$ cat config.mk
export PLATFORM = sky130hd
export DESIGN_NAME = bpc_ctrl
export DESIGN_NICKNAME = d
export VERILOG_FILES = /design/src/rtl/bpc_pkg.sv /design/src/rtl/bpc_ctrl.sv
export SDC_FILE = /design/constraint.sdc
export NUM_CORES = 1
export LEC_CHECK = 0
export ABC_AREA = 1
export BUFFER_PORTS_ARGS = -buffer_cell sky130_fd_sc_hd__buf_2
export CAP_MARGIN = 20
export CELL_PAD_IN_SITES_DETAIL_PLACEMENT = 0
export CELL_PAD_IN_SITES_GLOBAL_PLACEMENT = 2
export CORE_MARGIN = 2
export CORE_UTILIZATION = 17
export DETAILED_ROUTE_END_ITERATION = 10
export PLACE_DENSITY_LB_ADDON = 0.15
export SYNTH_ARGS = -nofsm -noshare
export SYNTH_HDL_FRONTEND = slang
export SYNTH_SLANG_ARGS = --single-unit
$ cat constraint.sdc
create_clock -name clk -period 1.1 [get_ports clk]
set_input_delay 0.22 -clock clk [delete_from_list [all_inputs] [get_ports clk]]
set_output_delay 0.22 -clock clk [all_outputs]
set_load 0.05 [all_outputs]
$ cat src/rtl/bpc_pkg.sv
// ----------------------------------------------------------------------------
// bpc_pkg
// Shared constants and controller/datapath interface types for the banded
// path counter.
// ----------------------------------------------------------------------------
package bpc_pkg;

  localparam int unsigned MAX_VALUE_DEFAULT = 128;

  localparam int unsigned COUNT_W   = 30;
  localparam int unsigned VALUE_W   = 8;
  localparam int unsigned IN_DATA_W  = 8;
  localparam int unsigned OUT_DATA_W = 32;

  localparam logic [COUNT_W-1:0] COUNT_PRIME     = 30'd1000000007;
  localparam logic [31:0]        COUNT_PRIME_X2  = 32'd2000000014;
  localparam logic [VALUE_W-1:0] MAX_VALUE_RESET = 8'd100;

  typedef struct packed {
    logic capture;
    logic load0;
    logic load1;
    logic sweep;
    logic drain;
    logic finish;
    logic emit;
  } bpc_cmd_t;

  typedef struct packed {
    logic sweep_end;
    logic is_last;
    logic out_free;
  } bpc_stat_t;

endpackage

$ cat src/rtl/bpc_ctrl.sv
// ----------------------------------------------------------------------------
// bpc_ctrl
// Sequencer for the banded path counter: accepts a word, primes the count
// window, sweeps the count memory, folds the last term and emits the result.
// ----------------------------------------------------------------------------
module bpc_ctrl (
  input  logic              clk,
  input  logic              rst,
  input  logic              s_tvalid,
  output logic              s_tready,
  input  bpc_pkg::bpc_stat_t stat,
  output bpc_pkg::bpc_cmd_t  cmd
);
  import bpc_pkg::*;

  typedef enum logic [2:0] {
    ST_IDLE,
    ST_LOAD0,
    ST_LOAD1,
    ST_SWEEP,
    ST_DRAIN,
    ST_DONE
  } state_t;

  state_t state;
  state_t state_next;

  always_comb begin
    state_next = state;
    cmd        = '0;
    unique case (state)
      ST_IDLE: begin
        if (s_tvalid) begin
          cmd.capture = 1'b1;
          state_next  = ST_LOAD0;
        end
      end
      ST_LOAD0: begin
        cmd.load0  = 1'b1;
        state_next = ST_LOAD1;
      end
      ST_LOAD1: begin
        cmd.load1  = 1'b1;
        state_next = ST_SWEEP;
      end
      ST_SWEEP: begin
        cmd.sweep = 1'b1;
        if (stat.sweep_end) begin
          state_next = ST_DRAIN;
        end
      end
      ST_DRAIN: begin
        cmd.drain  = 1'b1;
        state_next = ST_DONE;
      end
      ST_DONE: begin
        if (!stat.is_last) begin
          cmd.finish = 1'b1;
          state_next = ST_IDLE;
        end else if (stat.out_free) begin
          cmd.finish = 1'b1;
          cmd.emit   = 1'b1;
          state_next = ST_IDLE;
        end
      end
      default: begin
        state_next = ST_IDLE;
      end
    endcase
  end

  assign s_tready = (state == ST_IDLE);

  always_ff @(posedge clk) begin
    if (rst) begin
      state <= ST_IDLE;
    end else begin
      state <= state_next;
    end
  end

`ifndef SYNTHESIS
  a_emit_needs_free_slot: assert property (@(posedge clk) disable iff (rst)
    cmd.emit |-> stat.out_free)
    else $error("result loaded while output slot busy");

  a_sweep_ends_in_drain: assert property (@(posedge clk) disable iff (rst)
    (cmd.sweep && stat.sweep_end) |=> cmd.drain)
    else $error("sweep end not followed by drain");
`endif

endmodule

==> results.cfg, run 1 <==
[worst_hold_path]
hold_class = input pin to register

[run_status]
violations = setup timing
status = finished with violations

[global_route]
grt_pass1_vias = 309
grt_overflow_total = 0
grt_first_pass_wirelength_um = 1145
grt_max_degree = 8
track_usage_pct = 10.90
antenna_found_initial = 0

[floorplanning]
die-height_um = 41.10
io_pins = 14
fp-row-count = 13
die-area_sq_mm = 0.001689
core_area_sq_mm = 0.001301
die_w_um = 41.10
initial_core_util_pct = 17.98

[sta]
clock-skew-final_ps = 8.806
grt_setup_unrepaired = yes
period_minus_slack_ps = 1371
hold_violations = 0
slew_viol_final = 0
fin_crit_sh_pct = 124.6
finalSetupViolCount = 10
holdWs_ps = 149.7
setup_ws_ps = -271.0
worst_pin_slew_ps = 243.4
max_freq_ghz = 0.7294
slew_headroom_pct = 83.71
setup-tns-final_ps = -1669

[place]
dp_hpwl_um = 599.1
gp_congestion = 0.6948
dpl.cell_count = 73
postPlaceCellArea_sq_um = 421.7
pre_cts_slack_ps = -118.4
portBuffers = 13

[yosys]
synth_area_leaders = dfxtp_1 (26%), nor2_1 (18%), inv_1 (9.6%)
yosysTopAreaCellShare_pct = 25.67
syn_nets = 46
ys_types = 13
ys_seq_area_share_pct = 25.67
synth-seq-cells = 3
syn_avg_cell_area_sq_um = 5.849
yosysWarnings = 0
netlist_instances = 40
yosysTopAreaCell = dfxtp_1
syn_area_sq_um = 234.0

[final_layout]
largest_reg_flops = 3
largest-register = state
mostFrequentLayoutCells = buf_4 (11), nor2_4 (6)
drive_gt1_share_pct = 70.59
nNetsFinal = 75
final_common_cell = buf_4
reg_top3 = state: 3 flops
n_antenna_cell = 0
fin_area_sq_um = 586.8
layout.cells.non_filler = 83
area_growth_pct = 150.8

[job]
cap_viol_max_count = 0

[routing]
wire_per_inst_um = 9.795
vias = 347
routed_via_density = 4.181
firstDrtPassIters = 2
drt_wl_total_um = 813
final_antenna_net_count = 0
drc = 0
drt-initial-drc-count = 1

[setup_path]
end_kind = output port
slowest_delay_ps = 350
crit_fanout = 4
crit_required_ps = 880
cp.arrival_ps = 1150
crit_path_start_kind = register
critPathKind = register to output port
worst_path_max_delay_cell = dfxtp_4
crit_chain = nor2_4 -> inv_2 -> nor3_4 -> buf_6

[clocking]
cts_root_buf = clkbuf_4
cts_buffers = 3
insertion_delay_ps = 240
cts.clk_slew.worst_paths_ps = 40
holdBufCountCts = 0
cts_sinks = 3
ctsLongestPathBuffers = 2
tritoncts = built
h-tree-depth = 1

[power_and_ir_drop]
power_density_mw_per_mm2 = 2127
p_leak_nw = 0.2981
peakVddDrop_v = 0.0008077
Yosys cell counts (all sizes together):
cell type	count
nand3	3
nor2	12
o21ai	1
a21oi	3
nand2	7
buf	1
inv	7
nand3b	1
nor3	2
dfxtp	3
kinds of logic (layout without fill, tap and decap cells):
family,after synthesis,in the layout,share of synthesized area [%]
DFF,3,3,25.67
AOI/OAI and AO/OA,4,4,8.552
buffers and inverters,8,36,16.04
and+or+nand+nor,25,25,49.73
routing by layer:
layer | track usage [%] | up-vias | wire [um] | part of all wire (%)
li1 | - | 181 | - | -
met1 | 10.29 | 160 | 283 | 35
met2 | 21.09 | 6 | 498 | 61
met3 | 3.261 | 0 | 31 | 3.8
met4 | 4.839 | 0 | 0 | 0
met5 | 0 | - | 0 | 0
report_power, final:
part,switching (mW),internal [mW],leakage (nW),total (mW)
Sequential,0.0490,0.149,0.0267,0.198
Combinational,0.478,0.374,0.256,0.852
Clock,0.0611,0.136,0.0150,0.197
worst max-delay path, delay by kind of cell, from the launching register on:
family | cells | cell delay, ps
buf+inv | 2 | 250
flops | 1 | 350
simple gates | 2 | 300
per-stage QoR:
step                      util (%)  power [mW]
after CTS                    42.31       1.186
after floorplan                  -      0.6725
after global routing         45.10       1.322
after global placement       32.40      0.8221
after detailed placement     32.40      0.8320
final                        45.10       1.248
path summary, 6_finish.rpt:
check,end,depth (start not counted),start,slack [ps]
setup / recovery,cmd[6],4,state[0],-270
hold / removal,state[0],2,rst,150
setup reg to reg,state[2],8,state[0],-20
hold reg to reg,state[2],4,state[2],690
area by class of cell:
class / instances / area, sq um
multi-input cells: 29 / 220.2
well taps: 15 / 18.77
repair buffers: 25 / 224.0
clock buffers: 4 / 26.28
flip-flops and latches: 3 / 71.32
inverters: 7 / 26.28
fillers: 140 / 714.4
timing repair:
item | CTS | global route
resized for setup | 23 | 6
setup endpoints to repair | 10 | 10
setup buffers | 4 | 2
cloned | 0 | 0
pin swaps | 2 | 2
(Power assumes the default switching activity.)
==> run 2: changes to the inputs <==
--- a/config.mk
+++ b/config.mk
@@ -14,6 +14,7 @@
 export CORE_UTILIZATION = 17
 export DETAILED_ROUTE_END_ITERATION = 10
 export PLACE_DENSITY_LB_ADDON = 0.15
+export REMOVE_ABC_BUFFERS = 1
 export SYNTH_ARGS = -nofsm -noshare
 export SYNTH_HDL_FRONTEND = slang
 export SYNTH_SLANG_ARGS = --single-unit
==> results.cfg, run 2 (synthesis gave the netlist of run 1 again) <==
[setup_path]
timing.rr.end = state[1]
end_kind = output port
reg2regPathDepth = 6
worst_path_max_delay_cell = dfxtp_4
crit_chain = inv_4 -> nor2_4 -> nand2_2 -> nor2_2 -> buf_6
worstSetupStartpoint = state[0]
crit_fanout = 4
r2r-start = state[1]
r2r_slack_ps = -10
cp.arrival_ps = 1100
slowest_delay_ps = 380
critPathKind = register to output port
endpoint = cmd[0]
crit_required_ps = 880
crit_path_start_kind = register

[routing]
wl_met1_um = 273
wire_per_inst_um = 9.416
drt_wl_total_um = 725
wl_met2_um = 392
highest_layer = met4
met3WireLength_um = 49
final_antenna_net_count = 0
routed_via_density = 4.338
drc = 0
drt-initial-drc-count = 1
firstDrtPassIters = 2
vias = 334

[sta]
setup-tns-final_ps = -1419
worst_pin_slew_ps = 293.8
finalSetupViolCount = 9
max_freq_ghz = 0.7583
setup_ws_ps = -218.7
period_minus_slack_ps = 1319
clock-skew-final_ps = 2.843
slew_headroom_pct = 80.34
slew_viol_final = 0
grt_setup_unrepaired = yes
hold_violations = 0
fin_crit_sh_pct = 119.9

[global_route]
grt_max_degree = 8
grt_first_pass_wirelength_um = 1159
grt_pass1_vias = 311
antenna_found_initial = 0
grt_overflow_total = 0
track_usage_pct = 11.10

[clocking]
holdBufCountCts = 0
cts_sinks = 3
insertion_delay_ps = 230
cts_root_buf = clkbuf_4
cts_buffers = 3
tritoncts = built
h-tree-depth = 1
ctsLongestPathBuffers = 2
cts.clk_slew.worst_paths_ps = 40

[floorplanning]
initial_core_util_pct = 17.98
core_area_sq_mm = 0.001301
die-area_sq_mm = 0.001689
io_pins = 14
die-height_um = 41.10
die_w_um = 41.10
fp-row-count = 13

[place]
dp_hpwl_um = 528.7
pre_cts_slack_ps = -150.9
gp_congestion = 0.6970
portBuffers = 13
dpl.cell_count = 71

[final_layout]
mostFrequentLayoutCells = buf_6 (6), buf_4 (6), nand2_2 (5), nor2_1 (5), buf_2 (5)
largest_reg_flops = 3
fillers = 161
multiInputGateArea_sq_um = 203.9
area_growth_pct = 120.9
drive_gt1_share_pct = 75.81
nNetsFinal = 69
finish.utilization_pct = 39.71
seq_area_sq_um = 71.32
n_antenna_cell = 0
layout.cells.non_filler = 77
largest-register = state
reg_top3 = state: 3 flops

[worst_hold_path]
hold_class = input pin to register

[power_and_ir_drop]
p_total_mw = 1.112
peakVddDrop_v = 0.0009496
p_leak_nw = 0.2480
power_density_mw_per_mm2 = 2153

[run_status]
status = finished with violations
violations = setup timing

[job]
cap_viol_max_count = 0
## run 2: changes by cell type in the layout (fill, tap and decap cells not counted), sizes merged
cell  delta
buf      -6
## run 2: final cells by class
type | count | share of cell area [%]
multi-input cells | 29 | 39.47
repair buffers | 19 | 32.45
flip-flops and latches | 3 | 13.80
inverters | 7 | 5.569
clock buffers | 4 | 5.085
well taps | 15 | 3.632
## run 2: worst min-delay path by stage
| stage | depth (start not counted) | to | slack (ps) | startpoint |
|---|---|---|---|---|
| 3_5_place_dp | 2 | state[1] | 410 | rst |
| 5_1_grt | 2 | state[1] | 160 | rst |
| 2_1_floorplan | 1 | state[1] | 290 | rst |
| 4_1_cts | 2 | state[0] | 160 | rst |
| 3_3_place_gp | 2 | state[1] | 400 | rst |
| 6_report | 2 | state[1] | 160 | rst |
## run 2: power breakdown
part | total [mW] | switching, mW | internal [mW]
Sequential | 0.214 | 0.0640 | 0.150
Combinational | 0.707 | 0.426 | 0.281
Clock | 0.191 | 0.0557 | 0.136
## run 2: timing repair
action | CTS | global route
cloned | 0 | 0
resized for setup | 32 | 14
buffers inserted | 2 | 0
pin swaps | 5 | 3
setup endpoints to repair | 9 | 11
## run 2: per-stage QoR
stage                     hold slack [ps]  area, sq um
after global placement              403.7        336.6
final                               164.4        516.7
after global routing                159.5        516.7
after CTS                           157.4        467.9
after floorplan                     289.1        222.7
after detailed placement            413.4        336.6
## run 2: layer usage
| layer | global-route usage, % | vias to the layer above |
|---|---|---|
| met5 | 0 | - |
| met4 | 7.258 | 0 |
| met3 | 4.891 | 2 |
| met2 | 18.75 | 10 |
| met1 | 10.86 | 153 |
| li1 | - | 169 |
## run 2: worst max-delay path, delay by kind of cell (launching register included)
kind | cells | cell delay, ps
flops | 1 | 380
simple gates | 3 | 280
buf+inv | 2 | 210
==> run 3: changes to the inputs <==
--- a/config.mk
+++ b/config.mk
@@ -18,3 +18,4 @@
 export SYNTH_ARGS = -nofsm -noshare
 export SYNTH_HDL_FRONTEND = slang
 export SYNTH_SLANG_ARGS = --single-unit
+export TNS_END_PERCENT = 30
==> results.cfg, run 3 (synthesis gave the netlist of run 1 again) <==
[run_status]
status = finished with violations
violations = setup timing

[sta]
clock-skew-final_ps = 3.040
worst_pin_slew_ps = 232.9
holdWs_ps = 167.5
slew_headroom_pct = 84.42
period_minus_slack_ps = 1313
grt_setup_unrepaired = yes
slew_viol_final = 0
max_freq_ghz = 0.7614
hold_violations = 0
setup_ws_ps = -213.3
finalSetupViolCount = 8
fin_crit_sh_pct = 119.4

[routing]
wire_per_inst_um = 9.169
final_antenna_net_count = 0
vias = 323
routed_via_density = 4.195
wl_met1_um = 300
drt_wl_total_um = 706
firstDrtPassIters = 2
wl_met2_um = 361
met3WireLength_um = 43
highest_layer = met3
drc = 0
drt-initial-drc-count = 4

[clocking]
tritoncts = built
holdBufCountCts = 0
h-tree-depth = 1
ctsLongestPathBuffers = 2
cts_sinks = 3
cts_buffers = 3
cts_root_buf = clkbuf_4
cts.clk_slew.worst_paths_ps = 40
insertion_delay_ps = 230

[final_layout]
reg_top3 = state: 3 flops
layout.cells.non_filler = 77
final_common_cell = buf_6
finish.utilization_pct = 37.21
area_growth_pct = 107.0
nNetsFinal = 69
mostFrequentLayoutCells = buf_6 (8), nor2_1 (7), buf_4 (6)
drive_gt1_share_pct = 66.13
n_antenna_cell = 0
largest-register = state
largest_reg_flops = 3

[global_route]
grt_overflow_total = 0
track_usage_pct = 10.88
grt_max_degree = 8
grt_first_pass_wirelength_um = 1131
antenna_found_initial = 0
grt_pass1_vias = 308

[setup_path]
crit_path_start_kind = register
crit_required_ps = 880
cp.arrival_ps = 1090
critPathKind = register to output port
crit_fanout = 4
r2r_slack_ps = 20
end_kind = output port

[place]
portBuffers = 13
gp_congestion = 0.6970
dp_hpwl_um = 528.7
dpl.cell_count = 71

[floorplanning]
fp-row-count = 13
die_w_um = 41.10
die-area_sq_mm = 0.001689
core_area_sq_mm = 0.001301
die-height_um = 41.10
io_pins = 14
initial_core_util_pct = 17.98

[power_and_ir_drop]
peakVddDrop_v = 0.0009055
power_density_mw_per_mm2 = 2200
p_total_mw = 1.065
p_leak_nw = 0.2427

[job]
cap_viol_max_count = 0

[worst_hold_path]
hold_class = input pin to register
-- run 3: cell count changes in the layout (fill, tap and decap cells not counted), moves of 2 or more --
cell / delta
buf_8: -2
buf_6: +2
nor2_1: +2
nand2_2: -2
nor2_2: -2
nand2_1: +2
-- run 3: final cells by class --
cell class / count / area, sq um
clock buffer: 4 / 26.28
fill: 157 / 817.0
inverter: 7 / 28.78
multi-input combinational: 29 / 181.4
sequential: 3 / 68.82
tap: 15 / 18.77
timing repair buffer: 19 / 160.2
-- run 3: power breakdown --
part	switching [mW]	internal [mW]	leakage, nW
clock network	0.0539	0.136	0.0150
logic	0.405	0.262	0.201
registers	0.0614	0.148	0.0264
total	0.520	0.545	0.243
-- run 3: metrics by stage --
| stage | cell area (sq um) | setup slack (ps) | TNS (ps) |
|---|---|---|---|
| finish | 484.2 | -213.3 | -1412 |
| global route | 484.2 | -283.4 | -2066 |
| CTS | 464.2 | -234.1 | -1568 |
| detailed placement | 336.6 | -150.9 | -560.9 |
| global placement | 336.6 | -133.8 | -484.8 |
| floorplan | 222.7 | -740.2 | -3638 |
-- run 3: path summary, 6_finish.rpt --
check,startpoint,to,cells past startpoint
setup / recovery,state[0],cmd[0],5
hold / removal,rst,state[1],2
setup reg to reg,state[0],state[2],8
hold reg to reg,state[1],state[1],3
-- run 3: repair_timing --
item / 4_1_cts / 5_1_grt
pin swaps: 3 / 1
gates cloned: 0 / 0
gates resized for setup: 30 / 6
buffers inserted: 2 / 0
endpoints found under the setup margin: 9 / 11
-- run 3: metal layers --
metal | track usage, % | vias up
met5 | 0 | -
met3 | 4.891 | 0
li1 | - | 169
met4 | 7.258 | 0
met1 | 10.22 | 146
met2 | 18.75 | 8
-- run 3: worst max-delay path, cell delays in order (launching register included) --
cell,delay [ps]
dfxtp_4,370
inv_4,40
nor2_4,110
nand2_2,70
nor2_2,100
buf_6,160
